<file path="config.mk">
export PLATFORM = sky130hd
export DESIGN_NAME = sha256_message_hasher
export DESIGN_NICKNAME = d
export VERILOG_FILES = /design/src/rtl/core/sha256_pkg.sv /design/src/rtl/core/sha256_message_hasher.sv
export SDC_FILE = /design/constraint.sdc
export NUM_CORES = 2
export LEC_CHECK = 0
export BUFFER_PORTS_ARGS = -buffer_cell sky130_fd_sc_hd__buf_4
export CAP_MARGIN = 20
export CORE_MARGIN = 3
export CORE_UTILIZATION = 60
export CTS_CLUSTER_SIZE = 10
export DETAILED_ROUTE_END_ITERATION = 10
export GPL_TIMING_DRIVEN = 0
export PLACE_DENSITY = 0.78
export SETUP_SLACK_MARGIN = 0.1
export SYNTH_ARGS = -nofsm -noshare
export SYNTH_HDL_FRONTEND = slang
export SYNTH_SLANG_ARGS = --single-unit
</file>
<file path="constraint.sdc">
create_clock -name clk -period 57.3 [get_ports clk]
set_input_delay 5.73 -clock clk [delete_from_list [all_inputs] [get_ports clk]]
set_output_delay 5.73 -clock clk [all_outputs]
set_load 0.01 [all_outputs]
</file>
<file path="src/rtl/core/sha256_pkg.sv">
// SHA-256 types, constants and round functions shared by the hasher.
package sha256_pkg;

  typedef logic [31:0] word_t;

  // Request action codes
  localparam logic [1:0] ACT_ABSORB  = 2'd0;
  localparam logic [1:0] ACT_FINISH  = 2'd1;
  localparam logic [1:0] ACT_RESTART = 2'd2;

  localparam word_t INIT_HASH [8] = '{
    32'h6A09E667, 32'hBB67AE85, 32'h3C6EF372, 32'hA54FF53A,
    32'h510E527F, 32'h9B05688C, 32'h1F83D9AB, 32'h5BE0CD19
  };

  localparam word_t ROUND_K [64] = '{
    32'h428A2F98, 32'h71374491, 32'hB5C0FBCF, 32'hE9B5DBA5,
    32'h3956C25B, 32'h59F111F1, 32'h923F82A4, 32'hAB1C5ED5,
    32'hD807AA98, 32'h12835B01, 32'h243185BE, 32'h550C7DC3,
    32'h72BE5D74, 32'h80DEB1FE, 32'h9BDC06A7, 32'hC19BF174,
    32'hE49B69C1, 32'hEFBE4786, 32'h0FC19DC6, 32'h240CA1CC,
    32'h2DE92C6F, 32'h4A7484AA, 32'h5CB0A9DC, 32'h76F988DA,
    32'h983E5152, 32'hA831C66D, 32'hB00327C8, 32'hBF597FC7,
    32'hC6E00BF3, 32'hD5A79147, 32'h06CA6351, 32'h14292967,
    32'h27B70A85, 32'h2E1B2138, 32'h4D2C6DFC, 32'h53380D13,
    32'h650A7354, 32'h766A0ABB, 32'h81C2C92E, 32'h92722C85,
    32'hA2BFE8A1, 32'hA81A664B, 32'hC24B8B70, 32'hC76C51A3,
    32'hD192E819, 32'hD6990624, 32'hF40E3585, 32'h106AA070,
    32'h19A4C116, 32'h1E376C08, 32'h2748774C, 32'h34B0BCB5,
    32'h391C0CB3, 32'h4ED8AA4A, 32'h5B9CCA4F, 32'h682E6FF3,
    32'h748F82EE, 32'h78A5636F, 32'h84C87814, 32'h8CC70208,
    32'h90BEFFFA, 32'hA4506CEB, 32'hBEF9A3F7, 32'hC67178F2
  };

  function automatic word_t big_sigma0(input word_t x);
    return {x[1:0], x[31:2]} ^ {x[12:0], x[31:13]} ^ {x[21:0], x[31:22]};
  endfunction

  function automatic word_t big_sigma1(input word_t x);
    return {x[5:0], x[31:6]} ^ {x[10:0], x[31:11]} ^ {x[24:0], x[31:25]};
  endfunction

  function automatic word_t small_sigma0(input word_t x);
    return {x[6:0], x[31:7]} ^ {x[17:0], x[31:18]} ^ {3'b000, x[31:3]};
  endfunction

  function automatic word_t small_sigma1(input word_t x);
    return {x[16:0], x[31:17]} ^ {x[18:0], x[31:19]} ^ {10'd0, x[31:10]};
  endfunction

  function automatic word_t choose(input word_t e, input word_t f, input word_t g);
    return g ^ (e & (f ^ g));
  endfunction

  function automatic word_t majority(input word_t a, input word_t b, input word_t c);
    return ((a | b) & c) | (a & b);
  endfunction

endpackage

</file>
<file path="src/rtl/core/sha256_message_hasher.sv">
// SHA-256 hasher top level: byte intake, padding, round sequencer and digest readout.
//
// Takes one request per accepted item: absorb a message byte, finish (pad and read out
// the digest) or restart (reload the initial hash, clear counts). Absorbed bytes go into a
// 16-word block buffer at one byte per cycle while idle. The byte that completes a
// 64-byte block starts a compression on a single shared round unit: a load step, 64
// round steps (one round and one schedule word each) and a feed-forward step, with
// the input stalled until it ends. Finish takes a padding step and a length step,
// then a compression, then eight digest words, one per cycle when the receiver does
// not stall. When the message leaves fewer than nine free bytes in the block, padding
// needs a second block: the first is compressed, then cleared before the length step
// and a second compression. Digest words come out big-endian, word 0 first, last_word
// set on word 7. Finish does not reinitialise the hash; send restart to begin a new
// message. The bit count wraps modulo 2^64. Action code 3 is accepted and ignored.
module sha256_message_hasher (
  input  logic                  clk,
  input  logic                  rst_n,
  input  logic                  in_valid,
  output logic                  in_stall,
  input  logic [1:0]            in_action,
  input  logic [7:0]            in_data_byte,
  output logic                  out_valid,
  input  logic                  out_stall,
  output sha256_pkg::word_t     out_digest_word,
  output logic [2:0]            out_word_index,
  output logic                  out_last_word
);
  import sha256_pkg::*;

  // Sequencer states
  localparam logic [2:0] ST_IDLE  = 3'd0;
  localparam logic [2:0] ST_PAD   = 3'd1;  // 0x80 marker and trailing zeros
  localparam logic [2:0] ST_ZERO  = 3'd2;  // clear second padding block
  localparam logic [2:0] ST_LEN   = 3'd3;  // bit length into words 14/15
  localparam logic [2:0] ST_INIT  = 3'd4;  // load working vars
  localparam logic [2:0] ST_ROUND = 3'd5;
  localparam logic [2:0] ST_FF    = 3'd6;  // feed-forward into chain
  localparam logic [2:0] ST_OUT   = 3'd7;

  // Where to go once a compression ends
  localparam logic [1:0] RET_IDLE = 2'd0;
  localparam logic [1:0] RET_ZERO = 2'd1;
  localparam logic [1:0] RET_OUT  = 2'd2;

  logic [2:0]  state_r, state_nxt;
  logic [1:0]  ret_r, ret_nxt;
  logic [5:0]  fill_r, fill_nxt;
  logic [63:0] bitlen_r, bitlen_nxt;
  logic [5:0]  rnd_r, rnd_nxt;
  logic [2:0]  idx_r, idx_nxt;

  word_t chain_r [8];
  word_t vars_r  [8];
  word_t sched_r [16];   // rolling window, [15] newest
  word_t blk_r   [16];   // block buffer, byte 0 in word 0 bits 31:24

  logic        out_valid_r;
  word_t       out_word_r;
  logic [2:0]  out_idx_r;
  logic        out_last_r;

  logic        in_acc;
  logic        out_load;
  word_t       w_cur, t1, t2;

  assign in_stall        = (state_r != ST_IDLE);
  assign in_acc          = in_valid && !in_stall;
  assign out_valid       = out_valid_r;
  assign out_digest_word = out_word_r;
  assign out_word_index  = out_idx_r;
  assign out_last_word   = out_last_r;
  assign out_load        = (state_r == ST_OUT) && (!out_valid_r || !out_stall);

  // Shared round unit
  always_comb begin
    if (rnd_r < 6'd16) begin
      w_cur = blk_r[rnd_r[3:0]];
    end else begin
      w_cur = small_sigma1(sched_r[14]) + sched_r[9] + small_sigma0(sched_r[1]) + sched_r[0];
    end
    t1 = vars_r[7] + big_sigma1(vars_r[4]) + choose(vars_r[4], vars_r[5], vars_r[6])
       + ROUND_K[rnd_r] + w_cur;
    t2 = big_sigma0(vars_r[0]) + majority(vars_r[0], vars_r[1], vars_r[2]);
  end

  // Sequencer
  always_comb begin
    state_nxt  = state_r;
    ret_nxt    = ret_r;
    fill_nxt   = fill_r;
    bitlen_nxt = bitlen_r;
    rnd_nxt    = rnd_r;
    idx_nxt    = idx_r;
    unique case (state_r)
      ST_IDLE: begin
        if (in_acc) begin
          case (in_action)
            ACT_ABSORB: begin
              fill_nxt = fill_r + 6'd1;
              if (fill_r == 6'd63) begin
                bitlen_nxt = bitlen_r + 64'd512;
                ret_nxt    = RET_IDLE;
                state_nxt  = ST_INIT;
              end
            end
            ACT_FINISH: state_nxt = ST_PAD;
            ACT_RESTART: begin
              fill_nxt   = '0;
              bitlen_nxt = '0;
            end
            default: ;
          endcase
        end
      end
      ST_PAD: begin
        bitlen_nxt = bitlen_r + {55'd0, fill_r, 3'b000};
        if (fill_r >= 6'd56) begin
          fill_nxt  = '0;
          ret_nxt   = RET_ZERO;
          state_nxt = ST_INIT;
        end else begin
          fill_nxt  = fill_r + 6'd1;
          state_nxt = ST_LEN;
        end
      end
      ST_ZERO: state_nxt = ST_LEN;
      ST_LEN: begin
        ret_nxt   = RET_OUT;
        state_nxt = ST_INIT;
      end
      ST_INIT: begin
        rnd_nxt   = '0;
        state_nxt = ST_ROUND;
      end
      ST_ROUND: begin
        rnd_nxt = rnd_r + 6'd1;
        if (rnd_r == 6'd63) state_nxt = ST_FF;
      end
      ST_FF: begin
        idx_nxt = '0;
        case (ret_r)
          RET_ZERO: state_nxt = ST_ZERO;
          RET_OUT:  state_nxt = ST_OUT;
          default:  state_nxt = ST_IDLE;
        endcase
      end
      ST_OUT: begin
        if (out_load) begin
          idx_nxt = idx_r + 3'd1;
          if (idx_r == 3'd7) state_nxt = ST_IDLE;
        end
      end
      default: state_nxt = ST_IDLE;
    endcase
  end

  always_ff @(posedge clk) begin
    if (!rst_n) begin
      state_r  <= ST_IDLE;
      ret_r    <= RET_IDLE;
      fill_r   <= '0;
      bitlen_r <= '0;
      rnd_r    <= '0;
      idx_r    <= '0;
    end else begin
      state_r  <= state_nxt;
      ret_r    <= ret_nxt;
      fill_r   <= fill_nxt;
      bitlen_r <= bitlen_nxt;
      rnd_r    <= rnd_nxt;
      idx_r    <= idx_nxt;
    end
  end

  // Chaining value
  always_ff @(posedge clk) begin
    if (!rst_n) begin
      for (int i = 0; i < 8; i++) chain_r[i] <= INIT_HASH[i];
    end else if (in_acc && in_action == ACT_RESTART) begin
      for (int i = 0; i < 8; i++) chain_r[i] <= INIT_HASH[i];
    end else if (state_r == ST_FF) begin
      for (int i = 0; i < 8; i++) chain_r[i] <= chain_r[i] + vars_r[i];
    end
  end

  // Working variables and schedule window
  always_ff @(posedge clk) begin
    if (state_r == ST_INIT) begin
      for (int i = 0; i < 8; i++) vars_r[i] <= chain_r[i];
    end else if (state_r == ST_ROUND) begin
      vars_r[0] <= t1 + t2;
      vars_r[1] <= vars_r[0];
      vars_r[2] <= vars_r[1];
      vars_r[3] <= vars_r[2];
      vars_r[4] <= vars_r[3] + t1;
      vars_r[5] <= vars_r[4];
      vars_r[6] <= vars_r[5];
      vars_r[7] <= vars_r[6];
      for (int i = 0; i < 15; i++) sched_r[i] <= sched_r[i+1];
      sched_r[15] <= w_cur;
    end
  end

  // Block buffer: byte writes, padding, length
  always_ff @(posedge clk) begin
    if (in_acc && in_action == ACT_ABSORB) begin
      for (int j = 0; j < 16; j++) begin
        for (int b = 0; b < 4; b++) begin
          if (fill_r == {j[3:0], b[1:0]}) blk_r[j][8*(3-b) +: 8] <= in_data_byte;
        end
      end
    end else if (state_r == ST_PAD) begin
      for (int j = 0; j < 16; j++) begin
        for (int b = 0; b < 4; b++) begin
          if (fill_r == {j[3:0], b[1:0]}) begin
            blk_r[j][8*(3-b) +: 8] <= 8'h80;
          end else if ({j[3:0], b[1:0]} > fill_r) begin
            blk_r[j][8*(3-b) +: 8] <= 8'h00;
          end
        end
      end
    end else if (state_r == ST_ZERO) begin
      for (int j = 0; j < 14; j++) blk_r[j] <= '0;
    end else if (state_r == ST_LEN) begin
      blk_r[14] <= bitlen_r[63:32];
      blk_r[15] <= bitlen_r[31:0];
    end
  end

  // Output register
  always_ff @(posedge clk) begin
    if (!rst_n) begin
      out_valid_r <= 1'b0;
    end else if (out_load) begin
      out_valid_r <= 1'b1;
    end else if (!out_stall) begin
      out_valid_r <= 1'b0;
    end
  end

  always_ff @(posedge clk) begin
    if (out_load) begin
      out_word_r <= chain_r[idx_r];
      out_idx_r  <= idx_r;
      out_last_r <= (idx_r == 3'd7);
    end
  end

  // Checks
  a_round_end: assert property (@(posedge clk) disable iff (!rst_n)
    (state_r == ST_ROUND && rnd_r == 6'd63) |=> (state_r == ST_FF && rnd_r == 6'd0))
    else $error("round counter and sequencer out of step");

  a_word_order: assert property (@(posedge clk) disable iff (!rst_n)
    (out_valid && !out_stall && !out_last_word) |=>
      (out_valid && out_word_index == $past(out_word_index) + 3'd1))
    else $error("digest words not delivered in order");

  a_last_flag: assert property (@(posedge clk) disable iff (!rst_n)
    out_valid |-> (out_last_word == (out_word_index == 3'd7)))
    else $error("last word flag mismatch");

endmodule

</file>
Word-level counts from Yosys, hierarchy flattened. Memory sizes are Yosys's and may differ from the RTL's. A register that Yosys moved wholly into a read port is not among the register bits. Index checks and enable logic that the tools add are counted.

Register bits after elaboration: 89. Logic and storage cells: 1418. Input port bits: 14. Memory bits (writable): 1536. Output and inout bits: 38. Memory bits (read-only): 2048. Memories: 5.

Add/subtract/negate cells: 23. Bitwise logic cells: 232. Equal/unequal tests: 87. Multiplexer cells: 974. Reduce and logical (&&, ||, !) cells: 21. Magnitude comparators: 67.

Memory list: (name not given) (words 64, width 32, rd ports 1, clocked after memory_dff 0, wr ports 0, line sha256_message_hasher.sv:82) `+ ROUND_K[rnd_r] + w_cur;`; blk_r (words 16, width 32, rd ports 1, clocked after memory_dff 1, wr ports 16, line sha256_message_hasher.sv:55) `word_t blk_r [16];`; sched_r (words 16, width 32, rd ports 16, clocked after memory_dff 0, wr ports 16, line sha256_message_hasher.sv:54) `word_t sched_r [16];`; chain_r (words 8, width 32, rd ports 9, clocked after memory_dff 1, wr ports 8, line sha256_message_hasher.sv:52) `word_t chain_r [8];`; vars_r (words 8, width 32, rd ports 8, clocked after memory_dff 0, wr ports 8, line sha256_message_hasher.sv:53) `word_t vars_r [8];`.

Operator list (number): $mux W8 (192); $mux W32 (27); $mux W1 (728); $add A32 B32 Y32 (18); $pmux W64 S2 (2); $xor A32 B32 Y32 (8); $or A1 B1 Y1 (216); $eq A6 B6 Y1 const B (33); $gt A6 B6 Y1 const A (32); $mux W64 (2); $and A32 B32 Y32 (3); $eq A6 B5 Y1 const B (16); $gt A5 B6 Y1 const A (16); $add A64 B10 Y64 const B (1); $add A64 B9 Y64 (1); $or A32 B32 Y32 (2); $eq A6 B4 Y1 const B (8); $gt A4 B6 Y1 const A (8); $pmux W6 S2 (3); $xor A32 B22 Y32 (1); $xor A32 B29 Y32 (1); $eq A6 B3 Y1 const B (4); $gt A3 B6 Y1 const A (4); $pmux W3 S8 (1); other kinds (38) (77).

Longest topological paths before layout. An unclocked memory read counts as a cell.

Depth after elaboration: 10. Gate-level depth with buffers: 46. Gate-level depth less buffers: 45.

Least setup slack after synthesis. Ideal clock, no wire load.

Kind: reg2reg. Start: register state_r[2]. End: memory sched_r[0][0] (netlist bit) (enable). Period minus slack after synthesis: 22.458 ns. Setup slack: 34.842 ns. Buffers on the path: 3. Arrival time: 21.381 ns. Setup time: 1.077 ns. Required time: 56.223 ns. Cell stages (with the launch flop): 8. Path through: dfxtp_1 -> clkbuf_1 -> nand2b_1 -> inv_1 -> nand2_1 -> inv_1 -> clkbuf_1 -> clkbuf_1.

RTL lines: start, declared (line sha256_message_hasher.sv:45) `logic [2:0] state_r, state_nxt;`; start signal, assigned (line sha256_message_hasher.sv:166) `state_r <= state_nxt;`; end, declared (line sha256_message_hasher.sv:54).

==> results.py <==
metrics = {
    "status": {
        "outcome": "finished, final reports clean",
    },
    "yosys": {
        "synthArstFlopShare_pct": 0,
        "ys_seq_area_share_pct": 47.25,
        "synth_nets": 9511,
        "synth-edff-count": 1087,
        "mappedNetlistArea_um2": 93270,
        "synth_seq_cells": 1658,
        "synthCells": 8877,
        "synth_flop_cell": "edfxtp_1",
        "yosys_warnings": 0,
        "yosysUniqueCellTypes": 100,
        "syn_avg_cell_area_um2": 10.51,
    },
    "final_layout": {
        "nets": 9818,
        "area_delta_synth_final_pct": 10.43,
        "multi_input_area_um2": 46070,
        "fillers": 11671,
        "area.sequential_um2": 44070,
        "drive_gt1_share_pct": 8.717,
    },
    "sta": {
        "fmax_mhz": 71.66,
        "finalHoldViolations": 0,
        "setup_viol": 0,
        "period_minus_slack_ns": 13.95,
        "worst_slew_pin_slew_ns": 1.323,
        "rsz0062_at_grt": "false",
        "setup_tns_ns": 0,
        "relSlewSlack_pct": 11.83,
        "fin_crit_sh_pct": 24.35,
        "skew_ns": 0.1054,
        "finalMaxSlewViolations": 0,
    },
    "global_route": {
        "grt_pass1_vias": 76326,
        "grtUsageTotal_pct": 46.79,
        "grt_pass1_wl_um": 541400,
        "grt_overflow": 0,
        "grt_max_degree": 113,
        "antenna_found_initial": 23,
    },
    "placement": {
        "portBuffers": 50,
        "place.gp.congestion": 1.083,
        "dp_hpwl_um": 284700,
    },
    "worst_setup_path": {
        "path_class": "reg -> reg",
        "crit_family": "compound AO/OA/AOI/OAI gates",
        "worst_setup_path_end_kind": "flip-flop",
        "cp.required_ns": 57.88,
        "path_max_fanout": 7,
        "cp_slowest_stage_delay_ns": 0.99,
        "critPathBufInv": 5,
        "worstPathArrival_ns": 14.53,
        "crit_top_cell": "fa_1",
        "startpoint_type": "flip-flop",
        "crit_slowest_cell": "a21oi_1",
    },
    "clock_network": {
        "htree_levels": 4,
        "path_clk_slew_ns": 0.06,
        "ctsHoldBuffers": 0,
        "numCtsBuffers": 191,
        "clkSinkCount": 1658,
        "cts_resized": 0,
        "insertion_delay_ns": 0.91,
        "cts_tree": "done",
        "ctsRootBufferMaster": "clkbuf_16",
        "post-cts-setup-buffer-count": 0,
        "clk_path_buf_depth": 3,
    },
    "die": {
        "die_height_um": 400.3,
        "die_x_um": 400.3,
        "dieArea_um2": 160200,
        "start_util_pct": 60.47,
        "io_pins": 52,
        "rows": 144,
        "core_um2": 154200,
    },
    "detailed_routing": {
        "drt_iter0_drc": 13780,
        "vias": 80245,
        "wl_per_cell_um": 33.80,
        "avgViaCountPerCell": 7.066,
        "ant_nets": 0,
        "route.detailed.drc": 0,
        "firstDrtPassIters": 10,
        "routed_wirelength_um": 383800,
    },
    "hold_path": {
        "hp-class": "reg -> reg",
    },
    "job": {
        "maxCapViolCount": 0,
    },
}
[flip-flops by register name, indices dropped and copies added, names as in the netlist, named ones only]
| register | count |
|---|---|
| rnd_r | 6 |
| vars_r | 256 |
| blk_r | 512 |
| out_digest_word | 32 |
| ret_r | 2 |
| state_r | 3 |
| out_word_index | 3 |
| fill_r | 6 |
| bitlen_r | 61 |
| sched_r | 512 |
| out_last_word | 1 |
| out_valid | 1 |
| chain_r | 256 |
| idx_r | 3 |
[final timing paths]
| check | from | to | slack [ns] | cells after the start |
|---|---|---|---|---|
| min | sched_r[1][255] | sched_r[1][223] | 0.38 | 0 |
| min reg2reg | sched_r[1][255] | sched_r[1][223] | 0.38 | 0 |
| max | sched_r[1][213] | vars_r[0][31] | 43.35 | 44 |
| max reg2reg | sched_r[1][213] | vars_r[0][31] | 43.35 | 44 |
[placed cells by master (no fill, tap or decap), types with 69 or more instances in the layout]
cell type	count
o21ai_1	105
fa_1	198
nand2_1	1024
nor2b_1	69
nand2b_1	92
clkbuf_16	191
mux2_2	126
xnor2_1	401
a21o_1	152
a211oi_1	91
nand3_1	247
clkbuf_1	427
nor2_1	868
o21a_1	88
edfxtp_1	1087
nor3_1	105
mux4_2	228
a21oi_1	683
a31oi_1	81
dfxtp_1	571
o21ai_0	490
ha_1	422
xor2_1	154
inv_1	361
[through the flow]
| step | hold WS (ns) | area (µm²) | utilization, % | setup slack [ns] | instances |
|---|---|---|---|---|---|
| after floorplan | 0.4003 | 93270 | - | 34.84 | 8877 |
| after global placement | 0.4002 | 96200 | 62.38 | 23.39 | 10971 |
| after detailed placement | 0.4045 | 97010 | 62.90 | 44.35 | 11014 |
| after CTS | 0.3867 | 102700 | 66.59 | 43.95 | 11304 |
| after global routing | 0.3949 | 103000 | 66.76 | 42.96 | 11341 |
| final | 0.3812 | 103000 | 66.78 | 43.35 | 11356 |
[cell families after synthesis]
logic type	Yosys count	synth area share (%)
AOI/OAI and AO/OA	2172	14.39
xor gates and xnor gates	557	5.260
adders and majority gates	649	10.22
buffers and inverters	822	3.360
DFF	1658	47.25
muxes	368	7.177
and+or+nand+nor	2651	12.34
[cell usage after synthesis (41+ instances only)]
library cell / count / area share (%)
a211oi_1: 91 / 0.73
a21o_1: 152 / 1.2
a21oi_1: 683 / 3.7
a22o_1: 58 / 0.54
a31oi_1: 81 / 0.54
and3_1: 53 / 0.36
buf_1: 54 / 0.22
clkbuf_1: 364 / 1.5
dfxtp_1: 571 / 12
edfxtp_1: 1087 / 35
fa_1: 198 / 4.2
ha_1: 422 / 5.7
inv_1: 366 / 1.5
mux2_2: 126 / 1.5
mux4_2: 228 / 5.5
nand2_1: 1024 / 4.1
nand2b_1: 92 / 0.62
nand3_1: 247 / 1.3
nor2_1: 868 / 3.5
nor2b_1: 69 / 0.46
nor3_1: 105 / 0.56
o211ai_1: 46 / 0.37
o21a_1: 88 / 0.71
o21ai_0: 491 / 2.6
o21ai_1: 104 / 0.56
o21bai_1: 46 / 0.37
o22ai_1: 41 / 0.28
xnor2_1: 401 / 3.8
xor2_1: 154 / 1.4
[final cells by class]
cell class / count / area share [%]
inverters: 369 / 1.359
clock inverters: 28 / 0.5710
repair buffers: 114 / 1.323
multi-input cells: 6397 / 44.73
flip-flops and latches: 1658 / 42.79
plain buffers: 453 / 1.706
diodes: 31 / 0.07532
clock buffers: 262 / 4.958
well taps: 2044 / 2.483
[layer usage]
| layer | global-route usage (%) | up-vias | share of wire, % |
|---|---|---|---|
| li1 | - | 32713 | - |
| met1 | 60.05 | 38639 | 35 |
| met2 | 64.66 | 7116 | 40 |
| met3 | 19.44 | 1763 | 16 |
| met4 | 31.11 | 14 | 8.4 |
| met5 | 1.160 | - | 0.084 |
Power is not shown: default switching activity piles up to over one toggle a cycle in this logic, so the estimate is an artifact.
